`src/hw/rtl/crcgc_pkg.sv`:
```
// ----------------------------------------------------------------------------
// CRC generate and check package
// Item types, register indexes, operation codes and reset values shared by
// the CRC block and its checker.
// ----------------------------------------------------------------------------
package crcgc_pkg;

  // Largest generator degree that the remainder register can hold.
  localparam int unsigned MaxDegreeDefault = 32;

  // Configuration port.
  localparam int unsigned CfgIdxW  = 2;
  localparam int unsigned CfgDataW = 32;

  localparam logic [CfgIdxW-1:0] REG_GEN_POLY   = CfgIdxW'(0);
  localparam logic [CfgIdxW-1:0] REG_GEN_DEGREE = CfgIdxW'(1);

  localparam int unsigned GenPolyW   = 32;
  localparam int unsigned GenDegreeW = 6;

  localparam logic [GenPolyW-1:0]   GEN_POLY_RESET   = GenPolyW'(7);
  localparam logic [GenDegreeW-1:0] GEN_DEGREE_RESET = GenDegreeW'(8);

  // Operation of the item that closes a run.
  localparam logic OP_GENERATE = 1'b0;
  localparam logic OP_CHECK    = 1'b1;

  // Kind of a result item.
  localparam logic KIND_REMAINDER = 1'b0;
  localparam logic KIND_VERDICT   = 1'b1;

  typedef struct packed {
    logic op;
    logic data_bit;
    logic last;
  } in_item_t;

  typedef struct packed {
    logic kind;
    logic out_bit;
    logic accept;
    logic last_out;
  } out_item_t;

endpackage

```
`src/hw/rtl/crc_generate_and_check.sv`:
```
// ----------------------------------------------------------------------------
// CRC generate and check
// Bit-serial CRC with a configurable generator polynomial and degree.
// ----------------------------------------------------------------------------
// Results: a last item's first result shows in the cycle after it is taken;
//   remainder bits then leave one per cycle while the output is ready.
// Throughput: one input item per cycle. A last item waits while the previous
//   run has results waiting, unless its final one leaves in that cycle.
// Reset: rst_ni clears the remainder, result count and kind and restores the
//   generator registers to their reset values (polynomial 7, degree 8).
module crc_generate_and_check #(
  parameter int unsigned MAX_DEGREE = crcgc_pkg::MaxDegreeDefault
) (
  input  logic                           clk_i,
  input  logic                           rst_ni,
  // Configuration writes.
  input  logic                           cfg_valid_i,
  output logic                           cfg_ready_o,
  input  logic [crcgc_pkg::CfgIdxW-1:0]  cfg_index_i,
  input  logic [crcgc_pkg::CfgDataW-1:0] cfg_data_i,
  // Input items: one stream bit each.
  input  logic                           in_valid_i,
  output logic                           in_ready_o,
  input  crcgc_pkg::in_item_t            in_item_i,
  // Result items: remainder bits or a check verdict.
  output logic                           out_valid_o,
  input  logic                           out_ready_i,
  output crcgc_pkg::out_item_t           out_item_o
);

  // Effective degree and result counter hold values from 0 to MAX_DEGREE.
  localparam int unsigned DegW  = $clog2(MAX_DEGREE + 1);
  // The polynomial register is widened or trimmed to the remainder width.
  localparam int unsigned PolyW = (MAX_DEGREE > crcgc_pkg::GenPolyW) ?
                                  MAX_DEGREE : crcgc_pkg::GenPolyW;

  // --------------------------------------------------------------------------
  // Configuration registers. The port is always ready; writes to an index
  // beyond the register list are dropped.
  // --------------------------------------------------------------------------
  logic [crcgc_pkg::GenPolyW-1:0]   gen_poly_q;
  logic [crcgc_pkg::GenDegreeW-1:0] gen_degree_q;
  logic                             cfg_fire;

  assign cfg_ready_o = 1'b1;
  assign cfg_fire    = cfg_valid_i && cfg_ready_o;

  always_ff @(posedge clk_i or negedge rst_ni) begin
    if (!rst_ni) begin
      gen_poly_q   <= crcgc_pkg::GEN_POLY_RESET;
      gen_degree_q <= crcgc_pkg::GEN_DEGREE_RESET;
    end else if (cfg_fire) begin
      if (cfg_index_i == crcgc_pkg::REG_GEN_POLY) begin
        gen_poly_q <= cfg_data_i[crcgc_pkg::GenPolyW-1:0];
      end else if (cfg_index_i == crcgc_pkg::REG_GEN_DEGREE) begin
        gen_degree_q <= cfg_data_i[crcgc_pkg::GenDegreeW-1:0];
      end
    end
  end

  // --------------------------------------------------------------------------
  // Effective degree: a degree of zero acts as one, and a degree above the
  // remainder width acts as the full width. The mask keeps the remainder
  // bits below the degree.
  // --------------------------------------------------------------------------
  logic [DegW-1:0]       eff_deg;
  logic [MAX_DEGREE-1:0] deg_mask;
  logic [PolyW-1:0]      poly_wide;
  logic [MAX_DEGREE-1:0] poly_ext;

  always_comb begin
    if (gen_degree_q == '0) begin
      eff_deg = DegW'(1);
    end else if (int'(gen_degree_q) > int'(MAX_DEGREE)) begin
      eff_deg = DegW'(MAX_DEGREE);
    end else begin
      eff_deg = DegW'(gen_degree_q);
    end
  end

  always_comb begin
    for (int i = 0; i < int'(MAX_DEGREE); i++) begin
      deg_mask[i] = (i < int'(eff_deg));
    end
  end

  assign poly_wide = PolyW'(gen_poly_q);
  assign poly_ext  = poly_wide[MAX_DEGREE-1:0];

  // --------------------------------------------------------------------------
  // One step of modulo-2 long division per accepted item. The feedback is the
  // bit leaving the top of the remainder combined with the incoming stream
  // bit, which divides the stream as if degree zero bits were appended.
  // --------------------------------------------------------------------------
  logic [MAX_DEGREE-1:0] rem_q, rem_d;
  logic [MAX_DEGREE-1:0] rem_top_shr;
  logic [MAX_DEGREE-1:0] rem_step;
  logic                  feedback;
  logic                  in_fire;
  logic                  out_fire;
  logic                  busy;

  assign rem_top_shr = rem_q >> (eff_deg - DegW'(1));
  assign feedback    = rem_top_shr[0] ^ in_item_i.data_bit;
  assign rem_step    = ((rem_q << 1) & deg_mask) ^
                       (feedback ? (poly_ext & deg_mask) : '0);

  // Items that do not close a run only touch the remainder, so they flow
  // while the result stage drains. A last item needs the result stage free,
  // or the final result of the previous run leaving in the same cycle.
  assign in_ready_o = !(busy && in_item_i.last) || (out_fire && out_item_o.last_out);
  assign in_fire    = in_valid_i && in_ready_o;

  always_comb begin
    rem_d = rem_q;
    if (in_fire) begin
      // The remainder starts over after the last item of a run.
      rem_d = in_item_i.last ? '0 : rem_step;
    end
  end

  always_ff @(posedge clk_i or negedge rst_ni) begin
    if (!rst_ni) begin
      rem_q <= '0;
    end else begin
      rem_q <= rem_d;
    end
  end

  // --------------------------------------------------------------------------
  // Result stage. On the last item of a generate run the final remainder is
  // loaded left aligned into a shift register and leaves most significant
  // bit first, one item per cycle while the output is ready; the counter
  // holds the items left. A check run loads a single verdict item instead.
  // A new run loading as the previous run's final item leaves takes over.
  // --------------------------------------------------------------------------
  logic [MAX_DEGREE-1:0] emit_q, emit_d;
  logic [DegW-1:0]       cnt_q, cnt_d;
  logic                  kind_q, kind_d;
  logic                  acc_q, acc_d;

  assign busy     = (cnt_q != '0);
  assign out_fire = out_valid_o && out_ready_i;

  always_comb begin
    emit_d = emit_q;
    cnt_d  = cnt_q;
    kind_d = kind_q;
    acc_d  = acc_q;
    if (in_fire && in_item_i.last) begin
      if (in_item_i.op == crcgc_pkg::OP_CHECK) begin
        kind_d = crcgc_pkg::KIND_VERDICT;
        acc_d  = (rem_step == '0);
        cnt_d  = DegW'(1);
      end else begin
        kind_d = crcgc_pkg::KIND_REMAINDER;
        emit_d = rem_step << (DegW'(MAX_DEGREE) - eff_deg);
        cnt_d  = eff_deg;
      end
    end else if (out_fire) begin
      emit_d = emit_q << 1;
      cnt_d  = cnt_q - DegW'(1);
    end
  end

  always_ff @(posedge clk_i or negedge rst_ni) begin
    if (!rst_ni) begin
      cnt_q  <= '0;
      kind_q <= crcgc_pkg::KIND_REMAINDER;
    end else begin
      cnt_q  <= cnt_d;
      kind_q <= kind_d;
    end
  end

  always_ff @(posedge clk_i) begin
    emit_q <= emit_d;
    acc_q  <= acc_d;
  end

  assign out_valid_o         = busy;
  assign out_item_o.kind     = kind_q;
  assign out_item_o.out_bit  = (kind_q == crcgc_pkg::KIND_REMAINDER) &&
                               emit_q[MAX_DEGREE-1];
  assign out_item_o.accept   = (kind_q == crcgc_pkg::KIND_VERDICT) && acc_q;
  assign out_item_o.last_out = (cnt_q == DegW'(1));

endmodule

```
`config.mk`:
```
export PLATFORM = sky130hd
export DESIGN_NAME = crc_generate_and_check
export DESIGN_NICKNAME = d
export VERILOG_FILES = /design/src/hw/rtl/crcgc_pkg.sv /design/src/hw/rtl/crc_generate_and_check.sv
export SDC_FILE = /design/constraint.sdc
export NUM_CORES = 1
export LEC_CHECK = 0
export BUFFER_PORTS_ARGS = -buffer_cell sky130_fd_sc_hd__buf_2
export CORE_UTILIZATION = 55
export DETAILED_ROUTE_END_ITERATION = 8
export PLACE_DENSITY_LB_ADDON = 0.08
export SETUP_SLACK_MARGIN = 0.3
export SKIP_LAST_GASP = 1
export SYNTH_ARGS = -nofsm -noshare
export SYNTH_HDL_FRONTEND = slang
export SYNTH_SLANG_ARGS = --single-unit
export TNS_END_PERCENT = 100
```
`constraint.sdc`:
```
create_clock -name clk_i -period 10.4 [get_ports clk_i]
set_input_delay 2.08 -clock clk_i [delete_from_list [all_inputs] [get_ports clk_i]]
set_output_delay 2.08 -clock clk_i [all_outputs]
set_load 0.02 [all_outputs]
```
Yosys cells after proc, flatten, opt, wreduce, memory -nomap -nowiden
Index checks and enable logic that the tools add are counted.

Logic and storage cells: 83. Flip-flop bits (word level): 110. Output and inout port bits: 7.

Reductions and logical operators: 18. Bitwise gates (word level): 6. Muxes and demuxes: 11. Shifts and indexed selects: 2. Add/sub/neg operators: 3. $lt $le $gt $ge: 33. Eq/ne operators: 3.

Operators with widths (count): 32-bit two-way mux (5); 5-bit by 6-bit < comparator with 1-bit output (first input constant) (16); 32-bit bitwise AND (2); 4-bit by 6-bit < comparator with 1-bit output (first input constant) (8); 32-bit zero test (1); 32-bit by 6-bit << shifter with 32-bit output (1); 32-bit by 6-bit right shift with 1-bit output (1); 32-bit XOR (1); 6-bit two-way mux (5); 3-bit by 6-bit < comparator with 1-bit output (first input constant) (4); 1-bit by 6-bit < comparator with 1-bit output (first input constant) (2); 2-bit by 6-bit < comparator with 1-bit output (first input constant) (2); 6-bit by 1-bit subtractor with 6-bit output (second input constant) (2); 1-bit logical AND (7); 6-bit by 1-bit equality test with 1-bit output (second input constant) (1); 6-bit greater-than comparator (second input constant) (1); 6-bit zero test (1); 2-bit AND reduction (3); 6-bit nonzero test (1); 6-bit subtractor (first input constant) (1); 3-bit AND reduction (1); 2-bit by 1-bit equality test with 1-bit output (second input constant) (1); 2-bit zero test (1); 2-bit inequality test (second input constant) (1); other kinds (6) (7).

Logic depth before layout (Yosys ltp)
Word-level depth: 11. Mapped depth: 25. Mapped depth without buffers: 16.

Worst setup path after synthesis
OpenSTA, ideal clock, no wires.

Path type: register to register. Start: register gen_degree_q[3] (netlist name). End: register emit_q[31], data pin. Path slack: 4.442 ns. Clock period less this slack: 5.958 ns. Required time: 10.128 ns. Arrival: 5.686 ns. Cell stages (with the launch flop): 25. Setup time: 0.272 ns. Path through: dfstp_2 > buf_6 > or4_4 > buf_6 > a21oi_4 > inv_2 > buf_4 > clkbuf_1 > clkbuf_1 > ha_1 > clkbuf_1 > clkinv_1 > xnor2_1 > buf_4 > nor2_1 > a32o_1 > o211ai_1 > clkbuf_1 > a211oi_1 > nor3_1 > mux2i_1 > mux2_2 > mux2i_1 > nor2_1 > or4b_1.

Longest elaborated chain between the ends: 11. Elaborated cells on any way between the ends: 47. Classes of those cells: add/sub (2); order compare (33); shift (2); mux (5); bitwise (4); reduce/logical (1).

RTL lines: start, declared (line crc_generate_and_check.sv:42) `logic [crcgc_pkg::GenDegreeW-1:0] gen_degree_q;`; start signal, assigned (line crc_generate_and_check.sv:51) `gen_degree_q <= crcgc_pkg::GEN_DEGREE_RESET;`; start signal, assigned (line crc_generate_and_check.sv:56) `gen_degree_q <= cfg_data_i[crcgc_pkg::GenDegreeW-1:0];`; 6-bit greater-than comparator (line crc_generate_and_check.sv:74) `end else if (int'(gen_degree_q) > int'(MAX_DEGREE)) begin`; 6-bit two-way mux (line crc_generate_and_check.sv:74); 6-bit two-way mux (*) (line crc_generate_and_check.sv:72) `if (gen_degree_q == '0) begin`; 6-bit by 1-bit subtractor with 6-bit output (line crc_generate_and_check.sv:103) `assign rem_top_shr = rem_q >> (eff_deg - DegW'(1));`; 32-bit by 6-bit right shift with 1-bit output (line crc_generate_and_check.sv:103); 1-bit XOR (line crc_generate_and_check.sv:104) `assign feedback = rem_top_shr[0] ^ in_item_i.data_bit;`; 32-bit two-way mux (line crc_generate_and_check.sv:106) `(feedback ? (poly_ext & deg_mask) : '0);`; 32-bit XOR (line crc_generate_and_check.sv:105) `assign rem_step = ((rem_q << 1) & deg_mask) ^`; 32-bit by 6-bit << shifter with 32-bit output (*) (line crc_generate_and_check.sv:157) `emit_d = rem_step << (DegW'(MAX_DEGREE) - eff_deg);`; 32-bit two-way mux (*) (line crc_generate_and_check.sv:151) `if (in_item_i.op == crcgc_pkg::OP_CHECK) begin`; 32-bit two-way mux (*) (line crc_generate_and_check.sv:150) `if (in_fire && in_item_i.last) begin`; named net emit_d[31] (line crc_generate_and_check.sv:137) `logic [MAX_DEGREE-1:0] emit_q, emit_d;`; end signal, assigned (line crc_generate_and_check.sv:177) `emit_q <= emit_d;`; end, declared (line crc_generate_and_check.sv:137).

Mark *: on every way through the listed nets, which the timed path passes. The rest lies on a longest branch. The select of a mux whose other input is x is not followed. A chain may end at the register's enable or synchronous reset.

Worst setup path after layout
Start: register gen_degree_q[2] (netlist name). End: register acc_q, data pin.

Longest elaborated chain between the ends: 9. Elaborated cells on any way between the ends: 44. Classes of those cells: add/sub (1); order compare (33); shift (1); mux (3); bitwise (4); reduce/logical (2).

RTL lines: 6-bit greater-than comparator (line crc_generate_and_check.sv:74); 6-bit two-way mux (line crc_generate_and_check.sv:74); 6-bit two-way mux (*) (line crc_generate_and_check.sv:72); 6-bit by 1-bit subtractor with 6-bit output (line crc_generate_and_check.sv:103); 32-bit by 6-bit right shift with 1-bit output (line crc_generate_and_check.sv:103); 1-bit XOR (line crc_generate_and_check.sv:104); 32-bit two-way mux (line crc_generate_and_check.sv:106); 32-bit XOR (*) (line crc_generate_and_check.sv:105); 32-bit zero test (*) (line crc_generate_and_check.sv:153) `acc_d = (rem_step == '0);`; end signal, assigned (line crc_generate_and_check.sv:178) `acc_q <= acc_d;`; end, declared (line crc_generate_and_check.sv:140) `logic acc_q, acc_d;`.

Every way passes the cells marked *; elsewhere a longest branch is shown, timed or not.

==> run summary <==
The area of the die is 0.0182 mm^2. The count of instances resized after the clock tree is built is 0. The worst slack on hold paths is 507 ps. The worst setup path is launched from a flip-flop. The worst stage delay on the critical path is 840 ps. For this run, asynchronously set or reset flops after synthesis account for 70.0%. The flow ran to the end, and the final reports show no timing, DRC or antenna violations. The DRC marker count from the first detailed-route iteration came out at 1416. The final global-route overflow total came out at 0. The post-route clock period utilization came out at 82.0%.

The post-synthesis instance area came out at 0.00973 mm^2. The number of buffers added for setup after CTS is 0. The die is 135 um wide. The final weighted congestion in routability-driven placement is 0.982. Walking the worst path, the cells encountered are or4_4 > a21oi_4 > buf_4 > inv_2 > ha_1 > clkinv_1 > xnor2_2 > buf_4 > a211oi_1 > a2111o_1 > buf_4 > nand2_2 > a2111oi_0 > nor3_1 > nand2_1 > or3b_1 > or4_1 > nor4_1. STA classifies the critical path endpoint as a flip-flop. The slew of the pin with the lowest slew margin is 1280 ps. Counting stages on the worst path, the most repeated cell is sky130_fd_sc_hd__buf_4. The clock network latency to the later pin of the worst-skew pair came out at 370 ps. The total of fill cells in the finished design is 1605. The detail-routed via count per cell came out at 7.12. OpenSTA, run right after detailed placement, puts the worst setup slack at 2150 ps. In this run the count of I/O pins placed on the die edge is 49. The number of antenna violations at the first check in global routing is 0. The setup path with the least slack is of type flip-flop to flip-flop. The highest achievable clock rate is 117 MHz. The peak ir drop on the vdd network came out at 0.133 mV.

The CTS buffer count came out at 9. Headroom to the max-slew limit came out at 14.2%. For this run, design rule violations remaining after detail routing come to 0. Once detail routing completed, the nets flagged for antenna violations numbered 0. The library cell used most frequently in the layout, excluding fill and tap cells, is sky130_fd_sc_hd__nand2_1. The floorplan step set the die height to 135 um.

The number of max-cap violations came out at 0. The number of setup violations in the final report came out at 0. The ratio of total power to cell area is 305 mW/mm^2. In this run the tool buffered the top-level ports with 47 buffer cells. The detailed placer's ending HPWL is 23800 um. The number of standard cells after synthesis came out at 1171. The critical path data required time came out at 10450 ps. For this run, the leading register cell type out of synthesis is sky130_fd_sc_hd__dfrtp_1.

The total wirelength of the detailed-routed design is 33500 um. The hold buffer count at CTS came out at 0. 0 antenna diodes ended up in the layout. The buffer levels on the longest clock path is 2. TritonCTS built the clock tree.

The aggregate global-route resource usage came out at 37.9%. Along the worst path, the maximum fanout reaches 38. The row count came out at 48.

The final net count came out at 1204. The clock sink total came out at 110. The data arrival time of the critical path is 8580 ps. For this design, the slowest cell found on the critical path is sky130_fd_sc_hd__dfrtp_1. After synthesis, the netlist uses 102 different library cells.

The cell sitting at the root of the clock tree is a sky130_fd_sc_hd__clkbuf_16. The worst hold path belongs to the class flip-flop to flip-flop. The maximum level of the CTS H-tree came out at 3.

The routed design could run at a clock period as short as 8530 ps. The final routed wire length divided by cell count is 24.2 um. After clock tree synthesis, the clock-pin slew on the worst setup and hold paths is 70 ps. The number of global-route vias before repair came to 9089. The standard cell core area is 0.0173 mm^2. The count of synthesis-stage warnings from yosys is 0. In the layout the commonest cells are 164 x sky130_fd_sc_hd__nand2_1, 91 x sky130_fd_sc_hd__o21ai_0, 80 x sky130_fd_sc_hd__nor2_1, 73 x sky130_fd_sc_hd__dfrtp_1, 49 x sky130_fd_sc_hd__a21oi_1. The synthesized area per cell is 8.31 um^2. The area growth from synthesis to layout is 4.46%. Summed over all instances, the cell type with the most area after synthesis is sky130_fd_sc_hd__dfrtp_1. Setup repair after global routing left no endpoint under its margin. Cells fill 58.8% of the core in the end. The number of enable flip-flop cells after synthesis came out at 33. The net count of the mapped netlist came out at 1218.

The starting utilization of the core area came out at 56.2%. The top cell type by area accounts for 18.8% of the synthesized area. The total leakage power is 3.90 nW. The maximum clock skew at final layout came out at 13.4 ps.

The global-route wire length before repair is 52000 um. By area the synthesized netlist is led by sky130_fd_sc_hd__dfrtp_1 19%, sky130_fd_sc_hd__edfxtp_1 10%, sky130_fd_sc_hd__nand2_1 6.3%. The total number of vias is 9877. The iteration count of the initial detailed-routing pass is 6. The final-report hold violation count is 0. The register-to-register setup slack is 1870 ps. The total negative slack for setup checks came out at 0 ps. The total count of max-transition violations in the final report is 0. The maximum number of pins on one net before global-route repair is 81. The number of storage elements in the synthesis netlist came out at 110. Sequential elements use 30.0% of the synthesized area. Cells with a size suffix above 1 make up 16.2% of the layout. The worst setup slack after layout is 1870 ps.
-- worst max-delay path: cells and delay by family (launching register included) --
| kind | cells | cell delay (ps) |
|---|---|---|
| compound gates | 4 | 1070 |
| buf+inv | 5 | 1950 |
| flops | 1 | 840 |
| xor+xnor | 1 | 250 |
| fa+ha+maj | 1 | 770 |
| simple gates | 7 | 3290 |
-- sequential cells by signal, summed over array words and instances (netlist names) --
signal / flops
cnt_q: 6
rem_q: 32
emit_q: 32
acc_q: 1
kind_q: 1
gen_poly_q: 32
gen_degree_q: 6
-- Yosys cell counts, drive strengths merged (8+ instances only) --
master / n
and3: 8
nor3b: 11
a211oi: 25
nor2: 81
a32oi: 12
nor2b: 11
clkbuf: 72
nand3b: 12
or4: 10
a22oi: 20
or3: 16
a21o: 8
nor3: 35
mux2: 47
nand2b: 13
nand2: 165
xnor2: 8
a31oi: 12
and2: 12
edfxtp: 33
dfrtp: 73
or2: 10
nand3: 33
o21ai: 96
buf: 23
o22ai: 12
nand4: 9
a2111oi: 25
mux2i: 37
a21oi: 50
inv: 30
o211ai: 15
a22o: 17
o31ai: 8
-- cell families (layout without fill, tap and decap cells) --
| family | Yosys count | count (layout) | share of synthesized area, % |
|---|---|---|---|
| other | 1 | 1 | 0.0385 |
| muxes | 90 | 90 | 10.7 |
| buffers and inverters | 128 | 119 | 7.19 |
| xor gates and xnor gates | 12 | 12 | 1.08 |
| AOI/OAI and AO/OA | 374 | 374 | 27.3 |
| adders and majority gates | 5 | 5 | 0.643 |
| and+or+nand+nor | 451 | 451 | 23.0 |
| DFF | 110 | 110 | 30.0 |
-- layer usage --
metal / GRT usage, % / share of wire (%) / up-vias / routed length [um]
li1: - / - / 4403 / -
met1: 51.3 / 41 / 4666 / 13700
met2: 54.8 / 42 / 685 / 14000
met3: 10.0 / 12 / 123 / 4070
met4: 20.5 / 5.4 / 0 / 1800
met5: 0 / 0 / - / 0
-- power by group --
part / switching, W / total (W) / internal (W)
Sequential: 0.000179 / 0.000766 / 0.000587
Combinational: 0.00129 / 0.00198 / 0.000699
Clock: 0.000168 / 0.000346 / 0.000178
Total: 0.00163 / 0.00310 / 0.00146
-- area by class of cell --
class                      instances  area [um^2]  share of cell area (%)
clock buffer                      12          258                    2.54
clock inverter                     4         27.5                   0.271
inverter                          32          120                    1.18
multi-input combinational        933         6130                    60.4
sequential                       110         2920                    28.8
tap                              225          282                    2.77
timing repair buffer              71          418                    4.11
-- path summary, 6_finish.rpt --
kind / from / to / cells past startpoint
worst max-delay path: gen_degree_q[2] / acc_q / 18
worst min-delay path: rem_q[31] / rem_q[31] / 1
worst max register to register: gen_degree_q[2] / acc_q / 18
worst min register to register: rem_q[31] / rem_q[31] / 1
max in group asynchronous: rst_ni / rem_q[27] / 2
min in group asynchronous: rst_ni / gen_poly_q[5] / 1
-- through the flow --
| step | cell area (um^2) | total power, W | cells |
|---|---|---|---|
| finish | 10200 | 0.00310 | 1387 |
| global route | 10200 | 0.00325 | 1387 |
| CTS | 10200 | 0.00302 | 1387 |
| detailed placement | 9880 | 0.00266 | 1371 |
| global placement | 9880 | 0.00265 | 1371 |
| floorplan | 9730 | 0.00210 | 1171 |
(Power assumes the default switching activity.)
